<file path="config.mk">
export PLATFORM = sky130hd
export DESIGN_NAME = elias_gamma_stream_decoder_top
export DESIGN_NICKNAME = d
export VERILOG_FILES = /design/src/design/egsd_pkg.sv /design/src/design/elias_gamma_stream_decoder_top.sv
export SDC_FILE = /design/constraint.sdc
export NUM_CORES = 1
export LEC_CHECK = 0
export BUFFER_PORTS_ARGS = -buffer_cell sky130_fd_sc_hd__buf_2
export CELL_PAD_IN_SITES_DETAIL_PLACEMENT = 1
export CELL_PAD_IN_SITES_GLOBAL_PLACEMENT = 2
export CORE_MARGIN = 2
export CORE_UTILIZATION = 39
export CTS_CLUSTER_SIZE = 8
export DETAILED_ROUTE_END_ITERATION = 8
export PLACE_DENSITY = 0.81
export SYNTH_ARGS = -nofsm -noshare
export SYNTH_HDL_FRONTEND = slang
export SYNTH_SLANG_ARGS = --single-unit
</file>
<file path="constraint.sdc">
create_clock -name clk_i -period 5.2 [get_ports clk_i]
set_input_delay 0.52 -clock clk_i [delete_from_list [all_inputs] [get_ports clk_i]]
set_output_delay 0.52 -clock clk_i [all_outputs]
set_load 0.01 [all_outputs]
</file>
<file path="src/design/egsd_pkg.sv">
package egsd_pkg;

  // Fixed field widths
  localparam int unsigned IN_BITS    = 8;
  localparam int unsigned VALUE_BITS = 32;
  localparam int unsigned CNT_W      = 4;
  localparam int unsigned ZR_W       = 6;
  localparam int unsigned ST_W       = 2;

  // Result status codes
  localparam logic [ST_W-1:0] ST_OK    = 2'd0;
  localparam logic [ST_W-1:0] ST_TRUNC = 2'd1;
  localparam logic [ST_W-1:0] ST_LONG  = 2'd2;

  typedef struct packed {
    logic [IN_BITS-1:0] code_bits;
    logic [CNT_W-1:0]   bit_count;
    logic               end_of_stream;
  } in_item_t;

  typedef struct packed {
    logic [VALUE_BITS-1:0] decoded_value;
    logic [ST_W-1:0]       status;
    logic                  last_in_run;
  } out_item_t;

  typedef enum logic [1:0] {
    S_IDLE,
    S_BITS,
    S_EOS,
    S_FLUSH
  } egsd_state_e;

endpackage

</file>
<file path="src/design/elias_gamma_stream_decoder_top.sv">
// Channel | Direction | Handshake               | Payload
// in      | input     | in_valid_i / in_stall_o  | egsd_pkg::in_item_t
// out     | output    | out_valid_o / out_stall_i| egsd_pkg::out_item_t
//
// One code bit is decoded per cycle, while the output can take results, by a
// single shift/compare step unit; the input stays stalled from the item's
// acceptance through its bits, the end-of-stream check and the flush.
// Each finished value waits in a holding register until the next one or the end
// of the item shows whether it is the last of the item, then moves to the
// output register. Reset clears all decoder state; no clearing pass is needed.
module elias_gamma_stream_decoder_top (
  input  logic                clk_i,
  input  logic                rst_ni,
  input  logic                in_valid_i,
  output logic                in_stall_o,
  input  egsd_pkg::in_item_t  in_item_i,
  output logic                out_valid_o,
  input  logic                out_stall_i,
  output egsd_pkg::out_item_t out_item_o
);
  import egsd_pkg::*;

  egsd_state_e state_q, state_d;

  // Captured item
  logic [IN_BITS-1:0] bits_q;
  logic [CNT_W-1:0]   cnt_q;
  logic               eos_q;

  // Decoder state
  logic                  in_payload_q, in_payload_d;
  logic [ZR_W-1:0]       zero_run_q, zero_run_d;
  logic [ZR_W-1:0]       bits_left_q, bits_left_d;
  logic [VALUE_BITS-1:0] acc_q, acc_d;

  // Holding and output registers
  logic                  pend_valid_q;
  logic [VALUE_BITS-1:0] pend_value_q;
  logic [ST_W-1:0]       pend_status_q;
  logic                  out_valid_q;
  out_item_t             out_q;

  // Control strobes
  logic out_free, can_emit;
  logic accept, do_bit, do_eos, do_flush;

  // Step results
  logic                  res_vld;
  logic [VALUE_BITS-1:0] res_val;
  logic [ST_W-1:0]       res_st;
  logic                  clr;
  logic                  cur_bit;
  logic [CNT_W-1:0]      cnt_sat;

  assign out_free = !out_valid_q || !out_stall_i;
  assign can_emit = !pend_valid_q || out_free;
  assign cur_bit  = bits_q[IN_BITS-1];
  assign cnt_sat  = (in_item_i.bit_count > CNT_W'(IN_BITS)) ? CNT_W'(IN_BITS)
                                                             : in_item_i.bit_count;

  // Next state
  always_comb begin
    state_d = state_q;
    case (state_q)
      S_IDLE:  if (in_valid_i) state_d = S_BITS;
      S_BITS:  if (cnt_q == '0) state_d = S_EOS;
      S_EOS:   if (can_emit) state_d = S_FLUSH;
      S_FLUSH: if (can_emit) state_d = S_IDLE;
      default: state_d = S_IDLE;
    endcase
  end

  // Sequencer outputs
  always_comb begin
    in_stall_o = 1'b1;
    accept     = 1'b0;
    do_bit     = 1'b0;
    do_eos     = 1'b0;
    do_flush   = 1'b0;
    case (state_q)
      S_IDLE: begin
        in_stall_o = 1'b0;
        accept     = in_valid_i;
      end
      S_BITS:  do_bit   = (cnt_q != '0) && can_emit;
      S_EOS:   do_eos   = can_emit;
      S_FLUSH: do_flush = can_emit;
      default: ;
    endcase
  end

  // Shared step unit: one code bit, or the end-of-stream check
  always_comb begin
    in_payload_d = in_payload_q;
    zero_run_d   = zero_run_q;
    bits_left_d  = bits_left_q;
    acc_d        = acc_q;
    res_vld      = 1'b0;
    res_val      = '0;
    res_st       = ST_OK;
    clr          = 1'b0;
    if (do_bit) begin
      if (!in_payload_q) begin
        if (!cur_bit) begin
          if (zero_run_q == ZR_W'(VALUE_BITS - 1)) begin
            res_vld = 1'b1;
            res_st  = ST_LONG;
            clr     = 1'b1;
          end else begin
            zero_run_d = zero_run_q + ZR_W'(1);
          end
        end else if (zero_run_q == '0) begin
          res_vld = 1'b1;
          res_val = VALUE_BITS'(1);
          clr     = 1'b1;
        end else begin
          acc_d        = VALUE_BITS'(1);
          bits_left_d  = zero_run_q;
          zero_run_d   = '0;
          in_payload_d = 1'b1;
        end
      end else begin
        acc_d       = {acc_q[VALUE_BITS-2:0], cur_bit};
        bits_left_d = bits_left_q - ZR_W'(1);
        if (bits_left_q == ZR_W'(1)) begin
          res_vld = 1'b1;
          res_val = acc_d;
          clr     = 1'b1;
        end
      end
    end else if (do_eos && eos_q && (in_payload_q || zero_run_q != '0)) begin
      res_vld = 1'b1;
      res_st  = ST_TRUNC;
      clr     = 1'b1;
    end
    if (clr) begin
      in_payload_d = 1'b0;
      zero_run_d   = '0;
      bits_left_d  = '0;
      acc_d        = '0;
    end
  end

  // Control and decoder state
  always_ff @(posedge clk_i or negedge rst_ni) begin
    if (!rst_ni) begin
      state_q      <= S_IDLE;
      cnt_q        <= '0;
      in_payload_q <= 1'b0;
      zero_run_q   <= '0;
      bits_left_q  <= '0;
      acc_q        <= '0;
      pend_valid_q <= 1'b0;
      out_valid_q  <= 1'b0;
    end else begin
      state_q <= state_d;
      if (accept) begin
        cnt_q <= cnt_sat;
      end else if (do_bit) begin
        cnt_q <= cnt_q - CNT_W'(1);
      end
      if (do_bit || do_eos) begin
        in_payload_q <= in_payload_d;
        zero_run_q   <= zero_run_d;
        bits_left_q  <= bits_left_d;
        acc_q        <= acc_d;
      end
      // holding register moves on when a newer result arrives or the item ends
      if (res_vld) begin
        pend_valid_q <= 1'b1;
      end else if (do_flush) begin
        pend_valid_q <= 1'b0;
      end
      if ((res_vld || do_flush) && pend_valid_q) begin
        out_valid_q <= 1'b1;
      end else if (!out_stall_i) begin
        out_valid_q <= 1'b0;
      end
    end
  end

  // Payload registers
  always_ff @(posedge clk_i) begin
    if (accept) begin
      bits_q <= in_item_i.code_bits;
      eos_q  <= in_item_i.end_of_stream;
    end else if (do_bit) begin
      bits_q <= {bits_q[IN_BITS-2:0], 1'b0};
    end
    if (res_vld) begin
      pend_value_q  <= res_val;
      pend_status_q <= res_st;
    end
    if ((res_vld || do_flush) && pend_valid_q) begin
      out_q.decoded_value <= pend_value_q;
      out_q.status        <= pend_status_q;
      out_q.last_in_run   <= do_flush;
    end
  end

  assign out_valid_o = out_valid_q;
  assign out_item_o  = out_q;

  // Checks
  a_payload_has_bits: assert property (@(posedge clk_i) disable iff (!rst_ni)
    in_payload_q |-> (bits_left_q != '0) && (zero_run_q == '0))
    else $error("payload phase with no bits left or a zero run");

  a_count_phase_clean: assert property (@(posedge clk_i) disable iff (!rst_ni)
    !in_payload_q |-> bits_left_q == '0)
    else $error("bits left while counting zeros");

  a_idle_no_pending: assert property (@(posedge clk_i) disable iff (!rst_ni)
    state_q == S_IDLE |-> !pend_valid_q)
    else $error("result still held when next item may enter");

  a_error_zero_value: assert property (@(posedge clk_i) disable iff (!rst_ni)
    out_valid_o && (out_item_o.status != ST_OK) |-> out_item_o.decoded_value == '0)
    else $error("error result with nonzero value");

  a_no_step_on_blocked: assert property (@(posedge clk_i) disable iff (!rst_ni)
    res_vld && pend_valid_q |-> !out_valid_q || !out_stall_i)
    else $error("result moved into a blocked output register");

endmodule
</file>
==> metrics.txt <==
status finished, final reports clean; Slew headroom 31.2%; max cap viols 0; Area growth syn-to-layout 20.8%; worst hold margin 210 ps; Worst EP required 5240 ps; CP max stage cell o2bb2ai_4; vias in the first global route 3393; Clock Latency Late Sink 420 ps; setup_tns 0 ps; Worst setup EP type flip-flop; Vias/cell 5.28; CP top delay family compound AO/OA/AOI/OAI gates; Remaining Overflow, GRT 0; setup slack at placement 1900 ps; simple logic cell fraction of the synthesized area 10.9%; DRC violations left 0; worst hold path class in2async; Via Count 3239; Syn. warnings 0; CTS clk-pin slew, worst paths 60 ps; Post-Syn Instances 366; post-CTS setup buffer count 0; DIE AREA 0.0146 mm2; # port buffers 53; Max VDD drop 0.224 mV; largest net degree at the start of global routing 53; Max Slew Vio Count 0; xor/xnor share of the synthesized area 0.494%; area of the core 0.0133 mm2; setup violators final 0; register bit total from synthesis 130; Distinct cells, synth 62; Final Util 48.3%; Pleak 2.72 nW; Crit Path Class reg2reg; post-synthesis compound-gate area fraction 12.8%; Rows 42; ANT nets after route 0; most common cell after layout, fill and taps aside edfxtp_1; antenna violations before repair 0; Power Dens Cells 667 mW/mm2; Die H 121 um; Num CTS Buffers 17; final worst slack 1970 ps; final hold vios 0; WP data arrival 3270 ps; Detailed Route WL 10500 um; syn_nets 392; H-tree depth 4; main combinational cell family by area after synthesis compound AO/OA/AOI/OAI gates; Pre-antenna DRT Iters 4; async set or reset register ratio after synthesis 40.0%; CP max FO 35; Placer Congestion 0.865; Main synth FF type edfxtp_1; clock buffer depth 2; Worst-Margin Slew 1030 ps; Post-Syn Area 0.00532 mm2; diode count 0; DP Wirelength 6940 um; Critical Path Max Stage Delay 800 ps; unrepaired setup endpoints after global routing no; fraction of layout cells with a size suffix above 1 27.5%; mux contribution to synthesized area 1.88%; I/O pin total 54; number of DRC markers in iteration 0 162; register area share after synthesis 68.5%; Final period util 62.0%; Synth Area per Inst 14.5 um2; cells along the critical path inv_1 -> ha_1 -> inv_1 -> nor3_4 -> buf_4 -> o21ai_0 -> o2bb2ai_4; Buf/Inv on CP 3; Fmax 310 MHz; post-CTS sizing 0; Setup Skew 6.20 ps; Post-Synth Adder-Cell Area 2.12%; Final Critical Period 3230 ps; WL per Instance 17.2 um; CTS tree done; CTS sink count 130; Setup crit start kind flip-flop; Chip Width 121 um; commonest cells after routing, fill and taps aside edfxtp_1 (78), buf_2 (53), dfrtp_1 (52), and3_1 (34), a22o_1 (25); hold_buf cts 0; CTS Root Cell clkbuf_16; first-pass GRT wire length 17700 um; initial core utilization 40.0%; All-Layer GR Usage 16.0%; EDFF count, synth 78; Nets 450; CP dominant cell by count inv_1
## metrics by stage
| stage | power [mW] | cell area [um2] | cells |
|---|---|---|---|
| CTS | 4.35 | 6430 | 613 |
| finish | 4.29 | 6430 | 613 |
| global route | 4.54 | 6430 | 613 |
| global placement | 2.90 | 5750 | 581 |
| detailed placement | 2.98 | 5750 | 581 |
| floorplan | 2.57 | 5320 | 366 |
## worst paths after layout
path	from	to	slack (ps)	cells past startpoint
max in group asynchronous	rst_ni	cnt_q[0]	4530	2
worst min-delay path	rst_ni	bits_left_q[1]	210	2
worst min register to register	pend_value_q[9]	out_item_o[12]	420	0
min in group clk_i	in_item_i[0]	eos_q	270	1
worst max register to register	state_q[1]	out_item_o[8]	1970	7
worst max-delay path	state_q[1]	out_item_o[8]	1970	7
## kinds of logic after synthesis
| group | count (synthesis) |
|---|---|
| compound gates | 83 |
| xor+xnor | 3 |
| fa+ha+maj | 9 |
| buf+inv | 35 |
| flops | 130 |
| mux | 9 |
| simple gates | 97 |
## final cells by class
type                    instances  area (um2)
multi-input cells             201        1530
inverters                      17        63.8
repair buffers                 57         295
well taps                     176         220
clock buffers                  17         425
fillers                      1342        6870
clock inverters                15         253
flip-flops and latches        130        3640
## cell usage after synthesis, types with 2 or more instances
master / n / area, um2
edfxtp_1: 78 / 2340
dfrtp_1: 52 / 1300
and3_1: 34 / 213
a22o_1: 25 / 219
inv_1: 17 / 63.8
nor2_1: 12 / 45.0
o21ai_0: 10 / 50.1
a21oi_1: 9 / 45.0
ha_1: 9 / 113
nand2_1: 9 / 33.8
nor3_1: 9 / 45.0
mux2_2: 8 / 90.1
a22o_2: 7 / 70.1
clkbuf_1: 7 / 26.3
nand3_1: 7 / 35.0
a221o_1: 6 / 60.1
a31oi_1: 4 / 25.0
buf_2: 4 / 20.0
buf_6: 4 / 45.0
nand4_1: 3 / 18.8
nor2b_1: 3 / 18.8
o2bb2ai_1: 3 / 26.3
a21boi_0: 2 / 15.0
and2_1: 2 / 12.5
buf_4: 2 / 15.0
nand2b_1: 2 / 12.5
nor4_1: 2 / 12.5
xor2_1: 2 / 17.5
## metal layers
metal,global-route usage (%),up-vias,wire (um)
li1,-,1521,-
met1,19.4,1627,4550
met2,26.1,69,5340
met3,5.00,22,374
met4,7.49,0,265
met5,0,-,0
## power breakdown
| part | internal, mW | switching [mW] | total, mW | leakage, nW |
|---|---|---|---|---|
| Clock | 0.905 | 0.459 | 1.36 | 0.332 |
| Sequential | 1.61 | 0.179 | 1.79 | 1.45 |
| Combinational | 0.383 | 0.747 | 1.13 | 0.938 |
## flip-flops by register name, summed over array words and instances (netlist names)
register and count:
acc_q 31, bits_left_q 6, bits_q 8, cnt_q 4, eos_q 1, in_payload_q 1
out_item_o 35, out_valid_o 1, pend_status_q 2, pend_valid_q 1, pend_value_q 32, state_q 2
zero_run_q 6
Note: power is estimated with default switching activity, not from simulation.
